[src/rtl/ptss_pkg.sv]
`default_nettype none
// ----------------------------------------------------------------------------
// ptss_pkg: shared definitions for the periodic task slot scheduler
// Slot table sizing, command and status codes, result record and helpers.
// ----------------------------------------------------------------------------
package ptss_pkg;

	localparam int NUM_SLOTS      = 8;
	localparam int NUM_TASK_KINDS = 4;

	localparam int SLOT_W      = (NUM_SLOTS > 1) ? $clog2(NUM_SLOTS) : 1;
	localparam int SLOT_PORT_W = 4;
	localparam int TASK_W      = 2;
	localparam int PERIOD_W    = 16;
	localparam int STATUS_W    = 3;
	localparam int MODE_W      = 2;

	localparam logic [SLOT_W-1:0]    LAST_SLOT   = SLOT_W'(NUM_SLOTS - 1);
	localparam logic [SLOT_PORT_W:0] SLOT_LIMIT  = (SLOT_PORT_W + 1)'(NUM_SLOTS);
	localparam logic [TASK_W:0]      TASK_LIMIT  = (TASK_W + 1)'(NUM_TASK_KINDS);
	localparam logic [PERIOD_W-1:0]  ELAPSED_MAX = 16'hFFFF;

	// Power-on table contents
	localparam logic [PERIOD_W-1:0] RESET_PERIOD0 = 16'd500;
	localparam logic [PERIOD_W-1:0] RESET_PERIOD1 = 16'd1000;
	localparam logic [TASK_W-1:0]   RESET_TASK1   = 2'd1;

	localparam logic [MODE_W-1:0] MODE_TICK   = 2'd0;
	localparam logic [MODE_W-1:0] MODE_ADD    = 2'd1;
	localparam logic [MODE_W-1:0] MODE_REMOVE = 2'd2;
	localparam logic [MODE_W-1:0] MODE_SET    = 2'd3;

	localparam logic KIND_FIRE   = 1'b0;
	localparam logic KIND_STATUS = 1'b1;

	localparam logic [STATUS_W-1:0] STAT_ADDED   = 3'd0;
	localparam logic [STATUS_W-1:0] STAT_UPDATED = 3'd1;
	localparam logic [STATUS_W-1:0] STAT_REMOVED = 3'd2;
	localparam logic [STATUS_W-1:0] STAT_SET     = 3'd3;
	localparam logic [STATUS_W-1:0] STAT_RANGE   = 3'd4;
	localparam logic [STATUS_W-1:0] STAT_FULL    = 3'd5;
	localparam logic [STATUS_W-1:0] STAT_INDEX   = 3'd6;
	localparam logic [STATUS_W-1:0] STAT_UNUSED  = 3'd7;
	localparam logic [STATUS_W-1:0] FIRE_STATUS  = STAT_ADDED;

	typedef struct packed {
		logic                   kind;
		logic [SLOT_PORT_W-1:0] slot;
		logic [TASK_W-1:0]      fired_task;
		logic [STATUS_W-1:0]    status;
		logic                   last;
	} result_t;

	function automatic result_t mk_status(input logic [SLOT_PORT_W-1:0] slot,
			input logic [TASK_W-1:0] tsk, input logic [STATUS_W-1:0] stat);
		result_t r;
		r.kind       = KIND_STATUS;
		r.slot       = slot;
		r.fired_task = tsk;
		r.status     = stat;
		r.last       = 1'b1;
		return r;
	endfunction

	function automatic result_t mk_fire(input logic [SLOT_W-1:0] slot,
			input logic [TASK_W-1:0] tsk, input logic is_last);
		result_t r;
		r.kind       = KIND_FIRE;
		r.slot       = SLOT_PORT_W'(slot);
		r.fired_task = tsk;
		r.status     = FIRE_STATUS;
		r.last       = is_last;
		return r;
	endfunction

endpackage
`default_nettype wire

[src/rtl/periodic_task_slot_scheduler.sv]
`default_nettype none
// ----------------------------------------------------------------------------
// periodic_task_slot_scheduler
// Table of periodic task slots with tick, add, remove and set-period commands.
// ----------------------------------------------------------------------------
// A command is taken when start is high and busy is low. Remove and set finish
// in the accept cycle: the status result shows on the next cycle and busy stays
// low, so one of them can be issued every cycle. Tick and a valid add walk the
// slot table through a single increment/compare unit, one slot per cycle, then
// pass a closing state, busy high throughout. An add with a zero period or bad
// task id and a tick while paused complete at once; only the add gives a result.
// Fire results of a tick come out during the walk, each held back until the
// next due slot turns up so that the final one can carry last; the final one
// appears after the closing state.
// Every result is shown on the result ports for one cycle with res_strobe high
// and there is no way to hold it off: the receiver must take it then.
// The pause register may be written whenever busy is low.
// ----------------------------------------------------------------------------
module periodic_task_slot_scheduler import ptss_pkg::*; (
	input  wire logic                   clk,
	input  wire logic                   arst_n,
	input  wire logic                   start,
	output logic                        busy,
	input  wire logic [MODE_W-1:0]      mode,
	input  wire logic [TASK_W-1:0]      task_id,
	input  wire logic [SLOT_PORT_W-1:0] slot_index,
	input  wire logic [PERIOD_W-1:0]    period_ticks,
	input  wire logic                   cfg_valid,
	output logic                        cfg_ready,
	input  wire logic                   cfg_data,
	output logic                        res_strobe,
	output logic                        kind,
	output logic [SLOT_PORT_W-1:0]      slot,
	output logic [TASK_W-1:0]           fired_task,
	output logic [STATUS_W-1:0]         status,
	output logic                        last
);

	localparam logic [1:0] S_IDLE   = 2'd0;
	localparam logic [1:0] S_SCAN   = 2'd1;
	localparam logic [1:0] S_FINISH = 2'd2;

	logic [1:0]          state_q;
	logic [SLOT_W-1:0]   scan_q;
	logic                op_add_q;
	logic                paused_q;

	logic                slot_valid_q   [NUM_SLOTS];
	logic [TASK_W-1:0]   slot_task_q    [NUM_SLOTS];
	logic [PERIOD_W-1:0] slot_period_q  [NUM_SLOTS];
	logic [PERIOD_W-1:0] slot_elapsed_q [NUM_SLOTS];

	logic [TASK_W-1:0]   cmd_task_q;
	logic [PERIOD_W-1:0] cmd_period_q;
	logic                match_found_q;
	logic [SLOT_W-1:0]   match_idx_q;
	logic                free_found_q;
	logic [SLOT_W-1:0]   free_idx_q;

	logic                pend_valid_q;
	logic [SLOT_W-1:0]   pend_slot_q;
	logic [TASK_W-1:0]   pend_task_q;

	logic                res_strobe_q;
	result_t             res_q;

	// Shared unit: saturating increment and due compare on the scanned slot
	logic                cur_valid;
	logic [TASK_W-1:0]   cur_task;
	logic [PERIOD_W-1:0] cur_period;
	logic [PERIOD_W-1:0] cur_elapsed;
	logic [PERIOD_W-1:0] elapsed_inc;
	logic                due;
	logic                task_hit;

	// Direct command decode
	logic                idx_ok;
	logic                tid_ok;
	logic [SLOT_W-1:0]   idx_sel;

	assign cur_valid   = slot_valid_q[scan_q];
	assign cur_task    = slot_task_q[scan_q];
	assign cur_period  = slot_period_q[scan_q];
	assign cur_elapsed = slot_elapsed_q[scan_q];
	assign elapsed_inc = (cur_elapsed == ELAPSED_MAX) ? cur_elapsed : cur_elapsed + 16'd1;
	assign due         = elapsed_inc >= cur_period;
	assign task_hit    = cur_task == cmd_task_q;

	assign idx_ok  = {1'b0, slot_index} < SLOT_LIMIT;
	assign tid_ok  = {1'b0, task_id} < TASK_LIMIT;
	assign idx_sel = slot_index[SLOT_W-1:0];

	always_ff @(posedge clk or negedge arst_n) begin
		if (!arst_n) begin
			state_q       <= S_IDLE;
			scan_q        <= '0;
			op_add_q      <= 1'b0;
			paused_q      <= 1'b0;
			match_found_q <= 1'b0;
			free_found_q  <= 1'b0;
			pend_valid_q  <= 1'b0;
			res_strobe_q  <= 1'b0;
			for (int i = 0; i < NUM_SLOTS; i++) begin
				slot_valid_q[i]   <= (i < 2);
				slot_task_q[i]    <= (i == 1) ? RESET_TASK1 : '0;
				slot_period_q[i]  <= (i == 0) ? RESET_PERIOD0 :
				                     (i == 1) ? RESET_PERIOD1 : '0;
				slot_elapsed_q[i] <= '0;
			end
		end else begin
			res_strobe_q <= 1'b0;
			if (cfg_valid && cfg_ready) begin
				paused_q <= cfg_data;
			end
			case (state_q)
				S_IDLE: begin
					if (start) begin
						case (mode)
							MODE_TICK: begin
								if (!paused_q) begin
									state_q      <= S_SCAN;
									op_add_q     <= 1'b0;
									scan_q       <= '0;
									pend_valid_q <= 1'b0;
								end
							end
							MODE_ADD: begin
								if (period_ticks == '0) begin
									res_strobe_q <= 1'b1;
									res_q        <= mk_status('0, task_id, STAT_RANGE);
								end else if (!tid_ok) begin
									res_strobe_q <= 1'b1;
									res_q        <= mk_status('0, task_id, STAT_INDEX);
								end else begin
									state_q       <= S_SCAN;
									op_add_q      <= 1'b1;
									scan_q        <= '0;
									cmd_task_q    <= task_id;
									cmd_period_q  <= period_ticks;
									match_found_q <= 1'b0;
									free_found_q  <= 1'b0;
								end
							end
							MODE_REMOVE: begin
								res_strobe_q <= 1'b1;
								if (!idx_ok) begin
									res_q <= mk_status(slot_index, '0, STAT_INDEX);
								end else begin
									// Clear even an empty slot
									res_q <= mk_status(slot_index, slot_task_q[idx_sel],
										STAT_REMOVED);
									slot_valid_q[idx_sel]   <= 1'b0;
									slot_task_q[idx_sel]    <= '0;
									slot_period_q[idx_sel]  <= '0;
									slot_elapsed_q[idx_sel] <= '0;
								end
							end
							default: begin
								res_strobe_q <= 1'b1;
								if (!idx_ok || !slot_valid_q[idx_sel]) begin
									res_q <= mk_status(slot_index, '0, STAT_INDEX);
								end else if (period_ticks == '0) begin
									res_q <= mk_status(slot_index, slot_task_q[idx_sel],
										STAT_RANGE);
								end else begin
									res_q <= mk_status(slot_index, slot_task_q[idx_sel],
										STAT_SET);
									slot_period_q[idx_sel]  <= period_ticks;
									slot_elapsed_q[idx_sel] <= '0;
								end
							end
						endcase
					end
				end
				S_SCAN: begin
					if (op_add_q) begin
						if (cur_valid && task_hit && !match_found_q) begin
							match_found_q <= 1'b1;
							match_idx_q   <= scan_q;
						end
						if (!cur_valid && !free_found_q) begin
							free_found_q <= 1'b1;
							free_idx_q   <= scan_q;
						end
					end else if (cur_valid) begin
						if (due) begin
							slot_elapsed_q[scan_q] <= '0;
							// Release the held fire event; this one may be the final
							if (pend_valid_q) begin
								res_strobe_q <= 1'b1;
								res_q        <= mk_fire(pend_slot_q, pend_task_q, 1'b0);
							end
							pend_valid_q <= 1'b1;
							pend_slot_q  <= scan_q;
							pend_task_q  <= cur_task;
						end else begin
							slot_elapsed_q[scan_q] <= elapsed_inc;
						end
					end
					if (scan_q == LAST_SLOT) begin
						state_q <= S_FINISH;
					end else begin
						scan_q <= scan_q + 1'b1;
					end
				end
				S_FINISH: begin
					state_q <= S_IDLE;
					if (op_add_q) begin
						res_strobe_q <= 1'b1;
						if (match_found_q) begin
							slot_period_q[match_idx_q]  <= cmd_period_q;
							slot_elapsed_q[match_idx_q] <= '0;
							res_q <= mk_status(SLOT_PORT_W'(match_idx_q), cmd_task_q,
								STAT_UPDATED);
						end else if (free_found_q) begin
							slot_valid_q[free_idx_q]   <= 1'b1;
							slot_task_q[free_idx_q]    <= cmd_task_q;
							slot_period_q[free_idx_q]  <= cmd_period_q;
							slot_elapsed_q[free_idx_q] <= '0;
							res_q <= mk_status(SLOT_PORT_W'(free_idx_q), cmd_task_q,
								STAT_ADDED);
						end else begin
							res_q <= mk_status('0, cmd_task_q, STAT_FULL);
						end
					end else if (pend_valid_q) begin
						res_strobe_q <= 1'b1;
						res_q        <= mk_fire(pend_slot_q, pend_task_q, 1'b1);
						pend_valid_q <= 1'b0;
					end
				end
				default: begin
					state_q <= S_IDLE;
				end
			endcase
		end
	end

	assign busy       = state_q != S_IDLE;
	assign cfg_ready  = !busy;
	assign res_strobe = res_strobe_q;
	assign kind       = res_q.kind;
	assign slot       = res_q.slot;
	assign fired_task = res_q.fired_task;
	assign status     = res_q.status;
	assign last       = res_q.last;

endmodule
`default_nettype wire

[config.mk]
export PLATFORM = sky130hd
export DESIGN_NAME = periodic_task_slot_scheduler
export DESIGN_NICKNAME = d
export VERILOG_FILES = /design/src/rtl/ptss_pkg.sv /design/src/rtl/periodic_task_slot_scheduler.sv
export SDC_FILE = /design/constraint.sdc
export NUM_CORES = 1
export LEC_CHECK = 0
export ABC_AREA = 1
export BUFFER_PORTS_ARGS = -buffer_cell sky130_fd_sc_hd__buf_2
export CAP_MARGIN = 20
export CORE_UTILIZATION = 60
export CTS_BUF_LIST = sky130_fd_sc_hd__clkbuf_8 sky130_fd_sc_hd__clkbuf_16
export DETAILED_ROUTE_END_ITERATION = 16
export HOLD_SLACK_MARGIN = 0.02
export PLACE_DENSITY = 0.76
export SLEW_MARGIN = 20
export SYNTH_ARGS = -nofsm -noshare
export SYNTH_HDL_FRONTEND = slang
export SYNTH_SLANG_ARGS = --single-unit
[constraint.sdc]
create_clock -name clk -period 7.1 [get_ports clk]
set_input_delay 2.13 -clock clk [delete_from_list [all_inputs] [get_ports clk]]
set_output_delay 2.13 -clock clk [all_outputs]
set_load 0.005 [all_outputs]
# Word level (Yosys, flattened, before mapping)
# Index checks and enable logic that the tools add are counted.
[op_classes]
n_addsub = 2
order_cmp = 10
eq_ne = 40
n_mux = 130
bitwise_logic = 20
reduce_logical = 38
[op_table]
columns = ["cell", "count"]
rows = [
  ["$mux W128", 17],
  ["$pmux W128 S2", 3],
  ["$and A128 B128 Y128", 5],
  ["$bwmux W128", 4],
  ["$not A128 Y128", 4],
  ["$pmux W128 S3", 1],
  ["$mux W16", 15],
  ["$demux W16 S3", 4],
  ["$bmux W16 S3", 2],
  ["$mux W11", 8],
  ["$pmux W11 S3", 2],
  ["$mux W8", 6],
  ["$ne A2 B2 Y1 const B", 21],
  ["$pmux W16 S2", 1],
  ["$mux W1", 28],
  ["$mux W2", 10],
  ["$reduce_and A10 Y1", 2],
  ["$reduce_and A5 Y1", 4],
  ["$mux W9", 2],
  ["$ne A3 B3 Y1 const B", 6],
  ["$reduce_and A6 Y1", 3],
  ["$add A16 B1 Y16 const B", 1],
  ["$and A16 B16 Y16", 1],
  ["$bwmux W16", 1],
  ["42 further kinds", 89],
]
[word_totals]
ff_bits = 331
input_bits = 29
output_inout_bits = 14
word_cells = 291

# Depth between registers and ports, before layout
# Gate-level depths: netlist (run 1).
[logic_depth]
depth_word = 12
mapped_depth = 34

# Least setup slack after synthesis (run 1)
# No wires, ideal clock.
[synth_path]
path_type = "flip-flop to flip-flop"
from = "register scan_q[0]"
to = "register res_q, in the netlist fired_task[0], enable pin"
setup_time_ns = 0.408
t_arrival_ns = 4.955
required_ns = 6.692
setup_slack_ns = 1.737
stages_incl_launch_ff = 29
cell_sequence = "dfrtp_1 buf_4 inv_6 buf_6 buf_4 nand2_1 nand2_1 nand2_1 nand2_1 nand2_1 nand2_1 ha_1 inv_1 nor2_4 nand2_2 nor2_8 nand4_1 and2_1 ha_1 nand2_1 inv_1 nand3_1 nor2_1 nand3_1 nand2_1 clkbuf_1 clkbuf_1 nor2_1 nor4_1"
[synth_via]
elab_chain_len = 9
elab_cells_between_ends = 17
classes_between = "1 x add/sub; 1 x order compare; 3 x eq/ne; 10 x mux; 1 x bitwise; 1 x reduce/logical"
[synth_rtl]
columns = ["item", "line", "source"]
rows = [
  ["start, declared", "periodic_task_slot_scheduler.sv:44", "logic [SLOT_W-1:0] scan_q;"],
  ["start signal, assigned", "periodic_task_slot_scheduler.sv:203", "scan_q <= scan_q + 1'b1;"],
  ["$not A3 Y4 (not written as such) (*)", "periodic_task_slot_scheduler.sv:81, periodic_task_slot_scheduler.sv:83, periodic_task_slot_scheduler.sv:84", ""],
  ["$bmux W16 S3", "periodic_task_slot_scheduler.sv:84", "assign cur_elapsed = slot_elapsed_q[scan_q];"],
  ["$mux W16 (not written as such) (2 in a row)", "periodic_task_slot_scheduler.sv:84", ""],
  ["$add A16 B1 Y16 / $eq A16 B16 Y1 (equally long branches)", "periodic_task_slot_scheduler.sv:85", "assign elapsed_inc = (cur_elapsed == ELAPSED_MAX) ? cur_elapsed : cur_elapsed + 16'd1;"],
  ["$mux W16", "periodic_task_slot_scheduler.sv:85", ""],
  ["$ge A16 B16 Y1", "periodic_task_slot_scheduler.sv:86", "assign due = elapsed_inc >= cur_period;"],
  ["$ne A2 B2 Y1 (no source line)", "n/a", ""],
  ["$reduce_and A10 Y1 (no source line) (*)", "n/a", ""],
  ["end signal, assigned", "periodic_task_slot_scheduler.sv:130", "res_q <= mk_status('0, task_id, STAT_RANGE);"],
  ["end signal, assigned", "periodic_task_slot_scheduler.sv:133", "res_q <= mk_status('0, task_id, STAT_INDEX);"],
  ["end signal, assigned", "periodic_task_slot_scheduler.sv:147", "res_q <= mk_status(slot_index, '0, STAT_INDEX);"],
  ["end, declared", "periodic_task_slot_scheduler.sv:65", "result_t res_q;"],
]
# Every way passes the cells marked *; elsewhere a longest branch is shown, timed or not. The select of a mux whose other input is x is not followed.
# A chain may end at the register's enable or synchronous reset.

# Worst setup path in the final report (run 1)
[layout_path]
from = "register scan_q[2]"
to = "register slot_elapsed_q[53] (netlist name)"
[layout_via]
elab_chain_len = 11
elab_cells_between_ends = 28
classes_between = "1 x add/sub; 3 x order compare; 2 x eq/ne; 17 x mux; 3 x bitwise; 2 x reduce/logical"
[layout_rtl]
columns = ["item", "line", "source"]
rows = [
  ["$not A3 Y4 (not written as such) (*)", "n/a", ""],
  ["$bmux W16 S3 (tied with other cells)", "periodic_task_slot_scheduler.sv:84", ""],
  ["$mux W16 (not written as such) / $logic_and A1 B1 Y1 (equally long branches)", "periodic_task_slot_scheduler.sv:84, periodic_task_slot_scheduler.sv:187, periodic_task_slot_scheduler.sv:197", ""],
  ["$mux W16, on equally long branches", "periodic_task_slot_scheduler.sv:84, periodic_task_slot_scheduler.sv:187, periodic_task_slot_scheduler.sv:197", ""],
  ["$add A16 B1 Y16 (tied with other cells)", "periodic_task_slot_scheduler.sv:85", ""],
  ["$mux W16 / $not A128 Y128 (equally long branches)", "n/a", ""],
  ["$ge A16 B16 Y1 (tied with other cells)", "periodic_task_slot_scheduler.sv:86", ""],
  ["$mux W128", "periodic_task_slot_scheduler.sv:186", "if (due) begin"],
  ["$mux W128", "periodic_task_slot_scheduler.sv:185", "end else if (cur_valid) begin"],
  ["$mux W128", "periodic_task_slot_scheduler.sv:176", "if (op_add_q) begin"],
  ["$pmux W128 S3", "periodic_task_slot_scheduler.sv:115", "case (state_q)"],
  ["end signal, assigned by index", "periodic_task_slot_scheduler.sv:197", "slot_elapsed_q[scan_q] <= elapsed_inc;"],
  ["end, declared", "periodic_task_slot_scheduler.sv:51", "logic [PERIOD_W-1:0] slot_elapsed_q [NUM_SLOTS];"],
]
# Marked as above.

==> reports/results.tsv, run 1 <==
metric	value	unit
cp-start-kind	flop	
syn_to_final_growth	8.21	%
r2r-start	scan_q[2]	
antenna_found_initial	1	
grt_max_degree	147	
post_cts_buffers	0	
outcome	complete, no violations	
synth_edf_count	40	
finalNonFillerCells	3963	
synth_seq_cells	331	
finalCritPeriodShare	0.862	
worstPathArrival	6.59	ns
hold_class	reg2reg	
max_cap_violations	0	
syn_area_per_cell	6.52	um2
io_pins	43	
start_util	0.614	
pwr-share-clk	0.169	
cts-root-buf	clkbuf_16	
cp-startpoint	scan_q[2]	
wl_per_cell	22.8	um
finalSetupViolations	0	
p_sw	6.95	mW
drive_gt1_frac	0.0705	
power_frac_comb	0.594	
grt_pass1_vias	23700	
synth_seq_area_share	0.375	
synth_top_flop_cell	dfrtp_1	
die-area	38500	um2
clock_latency	0.59	ns
cts_buffers	39	
final_antenna_net_count	0	
timing.final.max_slew_violations	0	
async_flop_share	0.879	
syn_inst	3477	
synthesis.area	22700	um2
dpl.hpwl	57300	um
place_ws	1.17	ns
cts_htree_levels	2	
drt_wl_total	90200	um
diodes	0	
cts_max_path_buffers	3	
cts.sinks	331	
overflow	0	
hold_viol_final	0	
critPathSlowestCell	dfrtp_1	
drtIter0Drc	3945	
dp_cells	3891	
syn_nets	3532	
viasPerCell	6.37	
crit_top_cell	nand2_1	
drc	0	
fin_ws	0.980	ns
min_from	slot_elapsed_q[119]	
max_slew_margin	0.173	
worst_pin_slew	1.24	ns
cts_resized	0	
first_pass_iters	6	
worstSetupPathType	reg2reg	
cts_tree	built	
core-area	36900	um2
yosysUniqueCellTypes	57	
cpPeakStageDelay	0.86	ns
fin_tns_setup	0	ns
track_usage	0.471	
crit_fanout	56	
nFillCells	3319	
p_per_area	533	nW/um2
yosysWarningCount	0	
grt_pass1_wl	139000	um
clock-skew-final	0.0279	ns
nets	3483	
place.gp.congestion	1.00	
ctsHoldBuffers	0	
leakagePower	12.1	nW
ir_drop	0.000596	V
chipHeight	196	um
swShare	0.532	
worstPathRequired	7.57	ns
regToRegSetupSlack	0.98	ns
period_minus_slack	6.12	ns
intPower	6.12	mW
clk_pin_slew_worst_paths	0.06	ns
io_buffers	42	
fmax	163	MHz
die_w	196	um
end_kind	flop	
seqPwrFrac	0.237	
num_vias	25300	
num_rows	70	
rsz0062_at_grt	false	
-- worst paths after layout --
path | end | depth (start not counted)
max in group asynchronous | slot_period_q[126] | 2
min in group asynchronous | slot_task_q[14] | 1
setup reg to reg | slot_elapsed_q[53] | 27
setup / recovery | slot_elapsed_q[53] | 27
hold / removal | slot_elapsed_q[119] | 2
hold reg to reg | slot_elapsed_q[119] | 2
-- cell families (layout without fill, tap and decap cells) --
| kind of cell | Yosys count | in the layout | share of synthesized area |
|---|---|---|---|
| compound gates | 584 | 584 | 0.157 |
| xor+xnor | 6 | 6 | 0.00232 |
| fa+ha+maj | 26 | 26 | 0.0144 |
| buf+inv | 489 | 471 | 0.0879 |
| flops | 331 | 331 | 0.375 |
| simple gates | 2041 | 2041 | 0.364 |
-- through the flow --
stage | util | total power [mW] | instance area [um2] | hold WS (ns)
2_1_floorplan | - | 8.44 | 22700 | 0.442
3_3_place_gp | 0.628 | 10.3 | 23100 | 0.453
3_5_place_dp | 0.628 | 10.5 | 23100 | 0.464
4_1_cts | 0.665 | 12.8 | 24500 | 0.479
5_1_grt | 0.665 | 13.9 | 24500 | 0.493
6_report | 0.665 | 13.1 | 24500 | 0.476
-- cells in the final DEF, fill, tap and decap left out, types with 3 or more instances in the layout --
cell type / instances
nand2_1: 1557
inv_1: 297
nor2_1: 276
dfrtp_1: 275
o21ai_0: 219
nand3_1: 108
a21oi_1: 94
o22ai_1: 89
buf_4: 51
o211ai_1: 49
buf_2: 41
clkbuf_16: 40
edfxtp_1: 40
a22oi_1: 29
nand4_1: 27
a221oi_1: 26
ha_1: 23
a31oi_1: 18
nand2_2: 17
o21bai_1: 17
dfstp_2: 15
o221ai_1: 13
nor3_1: 13
o2111ai_1: 12
nand2_4: 10
nand3_4: 9
inv_2: 8
clkinv_1: 8
nand3_2: 7
clkinv_2: 7
bufinv_16: 7
xor2_1: 6
nor2_2: 5
nor2_4: 4
o21ai_1: 4
clkbuf_8: 4
buf_12: 3
-- power by group through the flow --
stage / Combinational (mW) / Clock (mW) / Sequential (mW)
6_report: 7.77 / 2.20 / 3.10
5_1_grt: 8.51 / 2.26 / 3.15
4_1_cts: 7.49 / 2.20 / 3.07
3_5_place_dp: 7.44 / 0 / 3.09
3_3_place_gp: 7.26 / 0 / 3.07
2_1_floorplan: 5.49 / 0 / 2.95
-- metal layers --
metal	share of wire	routed length, um	track usage	vias to the layer above
li1	-	-	-	11100
met1	0.37	33300	0.627	11700
met2	0.41	37200	0.677	2049
met3	0.16	14200	0.148	438
met4	0.061	5530	0.264	2
met5	0.00020	18	0	-
-- flip-flops by register name, summed over array words and instances (netlist names), 2 cells and up --
signal and flops:
cmd_period_q 16, cmd_task_q 2, fired_task 2, free_idx_q 3, match_idx_q 3, pend_slot_q 3, pend_task_q 2, scan_q 3
slot 4, slot_elapsed_q 128, slot_period_q 128, slot_task_q 16, slot_valid_q 8, state_q 2, status 3
-- area by class of cell --
type	count	area (um2)	area share
Clock buffer	44	1060	0.0431
Clock inverter	28	318	0.0130
Inverter	303	1140	0.0466
Multi-Input combinational cell	2657	12200	0.498
Sequential cell	331	8500	0.347
Tap cell	504	631	0.0257
Timing Repair Buffer	96	663	0.0270
-- synth_stat cells, drive strengths merged, types with 2 or more instances --
library cell | number | share of area
nand2 | 1584 | 0.27
inv | 295 | 0.049
nor2 | 286 | 0.050
dfrtp | 276 | 0.30
o21ai | 224 | 0.050
nand3 | 124 | 0.034
clkbuf | 117 | 0.019
a21oi | 95 | 0.021
o22ai | 89 | 0.025
buf | 69 | 0.018
o211ai | 49 | 0.016
edfxtp | 40 | 0.053
a22oi | 29 | 0.0096
nand4 | 27 | 0.0075
a221oi | 26 | 0.010
ha | 26 | 0.014
a31oi | 18 | 0.0050
o21bai | 17 | 0.0056
dfstp | 15 | 0.017
nor3 | 13 | 0.0029
o221ai | 13 | 0.0050
o2111ai | 12 | 0.0046
clkinv | 8 | 0.0013
xor2 | 6 | 0.0023
a211oi | 2 | 0.00066
a32oi | 2 | 0.00077
nand3b | 2 | 0.00066
-- worst max-delay path: cells and delay by family, from the launching register on --
family	cells	cell delay (ns)
simple gates	15	2.61
buf+inv	6	1.30
flops	1	0.86
compound gates	4	0.74
fa+ha+maj	2	0.44
No activity file was read; power rests on OpenSTA's default activity.
==> run 2, diff against run 1 <==
--- a/config.mk
+++ b/config.mk
@@ -5,7 +5,6 @@
 export SDC_FILE = /design/constraint.sdc
 export NUM_CORES = 1
 export LEC_CHECK = 0
-export ABC_AREA = 1
 export BUFFER_PORTS_ARGS = -buffer_cell sky130_fd_sc_hd__buf_2
 export CAP_MARGIN = 20
 export CORE_UTILIZATION = 60
==> run 2 against run 1 <==
  * Worst setup slack worse by 0.035 ns
  * Synthesized cell count is 50% lower
  * Sequential power is 11% lower
  * Clock skew is 0.0048 ns higher
  * Cell count is 46% lower
  * Register-to-register slack worse by 0.03 ns
  * Largest cell class unchanged
==> reports/results.tsv, run 2 <==
metric	value	unit	change
core-area	29000	um2	-21%
chipHeight	175	um	-11%
io_buffers	42		unchanged
seq_area	8500	um2	about the same
cts_max_path_buffers	3		unchanged
nFillCells	2224		-33%
outcome	complete, no violations		
fin_tns_setup	0	ns	unchanged
r2r-start	scan_q[0]		
dpl.hpwl	38500	um	-33%
fmax	162	MHz	-0.56%
synth_edf_count	40		unchanged
worst_pin_slew	1.19	ns	-0.0456 ns
clock-skew-final	0.0326	ns	+0.00478 ns
drive_gt1_frac	0.148		+0.0778
min_from	slot_period_q[76]		
p_total	7.01	mW	-46%
yosysUniqueCellTypes	82		+44%
drtIter0Drc	2747		-30%
track_usage	0.414		-0.0572
synth_area_leaders	dfrtp_1 39%, a22o_1 8.4%, edfxtp_1 6.7%		
worstPathArrival	6.62	ns	+0.03 ns
synth_top_area_frac	0.386		+0.0813
dp_cells	2077		-47%
synthesis.area	17900	um2	-21%
hold_viol_final	0		unchanged
clk_pin_slew_worst_paths	0.06	ns	about the same
cts-root-buf	clkbuf_16		
synth_top_flop_cell	dfrtp_1		
num_vias	16600		-34%
first_pass_iters	8		+2
ir_drop	0.000250	V	-58%
grt_max_degree	150		+2.0%
drt_wl_total	63100	um	-30%
die-area	30500	um2	-21%
finalCritPeriodShare	0.867		+0.00488
finalSetupViolations	0		unchanged
cts_resized	0		unchanged
grt_pass1_wl	95500	um	-31%
synth_seq_cells	331		unchanged
final_antenna_net_count	0		unchanged
syn_to_final_growth	10.7	%	
synth_top_area_cell	dfrtp_1		
leakagePower	8.09	nW	-33%
yosysWarningCount	0		unchanged
period_minus_slack	6.15	ns	+0.0346 ns
die_w	175	um	-11%
reg_top3	slot_elapsed_q (128), slot_period_q (128)		
r2r_cells	16		-41%
max_cap_violations	0		unchanged
crit_fanout	23		-59%
cts_tree	built		
hold_class	reg2reg		
yosys-top-cells-count	276 x dfrtp_1, 172 x a22o_1, 172 x nand2_1		
final_cell_mix	274 x dfrtp_1, 172 x nand2_1, 172 x a22o_1, 134 x a22oi_1, 101 x o21ai_0		
rsz0062_at_grt	false		
regToRegSetupSlack	0.95	ns	-0.03 ns
antenna_found_initial	1		unchanged
syn_area_per_cell	10.4	um2	+59%
mostFrequentLayoutCell	dfrtp_1		
wl_per_cell	29.5	um	+29%
finalNonFillerCells	2143		-46%
p_per_area	354	nW/um2	-34%
start_util	0.617		+0.00211
syn_nets	1778		-50%
synth.most_common_cell	dfrtp_1		
synth_seq_area_share	0.475		+0.100
nets	1788		-49%
max_slew_margin	0.198		+0.0251
multi_input_area	8800	um2	-28%
clock_latency	0.56	ns	-0.03 ns
num_rows	62		-11%
critPathSlowestCell	nor2_1		
crit_chain	nor2_1 -> a221oi_1 -> o22ai_1 -> and4_1 -> nand3_4 -> and2_1 -> a31oi_4 -> ha_1 -> a2111oi_0 -> o21a_1 -> o211ai_1 -> a21oi_1 -> buf_4 -> nand3_1 -> nor2_2 -> a221o_1		
timing.final.max_slew_violations	0		unchanged
worstSetupPathType	reg2reg		
worstPathRequired	7.57	ns	about the same
cts.sinks	331		unchanged
cts_htree_levels	2		unchanged
post_cts_buffers	0		unchanged
drc	0		unchanged
async_flop_share	0.879		unchanged
cts_buffers	37		-5.1%
io_pins	43		unchanged
viasPerCell	7.75		+22%
diodes	0		unchanged
ctsHoldBuffers	0		unchanged
cp-start-kind	flop		
end_kind	flop		
cpPeakStageDelay	0.82	ns	-0.04 ns
place.gp.congestion	0.957		-4.6%
hold_depth	2		unchanged
syn_inst	1723		-50%
cp-startpoint	scan_q[0]		
grt_pass1_vias	15700		-34%
overflow	0		unchanged
run 2: worst paths after layout:
kind	to
worst max-delay path	slot_elapsed_q[55]
worst min-delay path	slot_period_q[76]
worst max register to register	slot_elapsed_q[55]
worst min register to register	slot_period_q[76]
max in group asynchronous	slot_elapsed_q[12]
min in group asynchronous	slot_task_q[3]
run 2: layer usage:
metal,up-vias,track usage,share of wire
met3,297,0.140,0.15
met2,1445,0.590,0.42
met5,-,0.00962,0.00036
met1,8089,0.567,0.38
li1,6784,-,-
met4,2,0.196,0.051
run 2: layout make-up:
type | count | share of cell area
clock buffer | 48 | 0.0550
clock inverter | 17 | 0.00695
inverter | 30 | 0.00569
multi-input combinational | 1231 | 0.444
sequential | 331 | 0.429
tap | 384 | 0.0243
timing repair buffer | 102 | 0.0347
run 2: worst max-delay path, delay by kind of cell, from the launching register on:
kind,cells,cell delay (ns)
simple gates,6,2.79
compound gates,8,2.06
buf+inv,1,0.19
fa+ha+maj,1,0.31
flops,1,0.71
run 2: cell families after synthesis:
family | after synthesis | share of synthesized area
AOI/OAI and AO/OA | 720 | 0.299
DFF | 331 | 0.475
buffers and inverters | 161 | 0.0385
adders and majority gates | 26 | 0.0182
xor gates and xnor gates | 3 | 0.00189
and+or+nand+nor | 428 | 0.120
muxes | 54 | 0.0474
run 2: through the flow:
step                      worst slack [ns]  utilization  instance area, um2  hold WS (ns)
after floorplan                       2.13            -               17900         0.445
after global placement                1.30        0.640               18600         0.462
after detailed placement              1.30        0.640               18600         0.472
after CTS                             1.29        0.682               19800         0.486
after global routing                 0.783        0.683               19800         0.508
final                                0.945        0.683               19800         0.484
run 2: power breakdown:
group / leakage [nW] / internal (mW) / total, mW / switching (mW)
Sequential: 4.21 / 2.36 / 2.76 / 0.395
Clock: 0.635 / 1.15 / 1.96 / 0.809
Combinational: 3.25 / 0.853 / 2.29 / 1.44
Total: 8.09 / 4.37 / 7.01 / 2.64
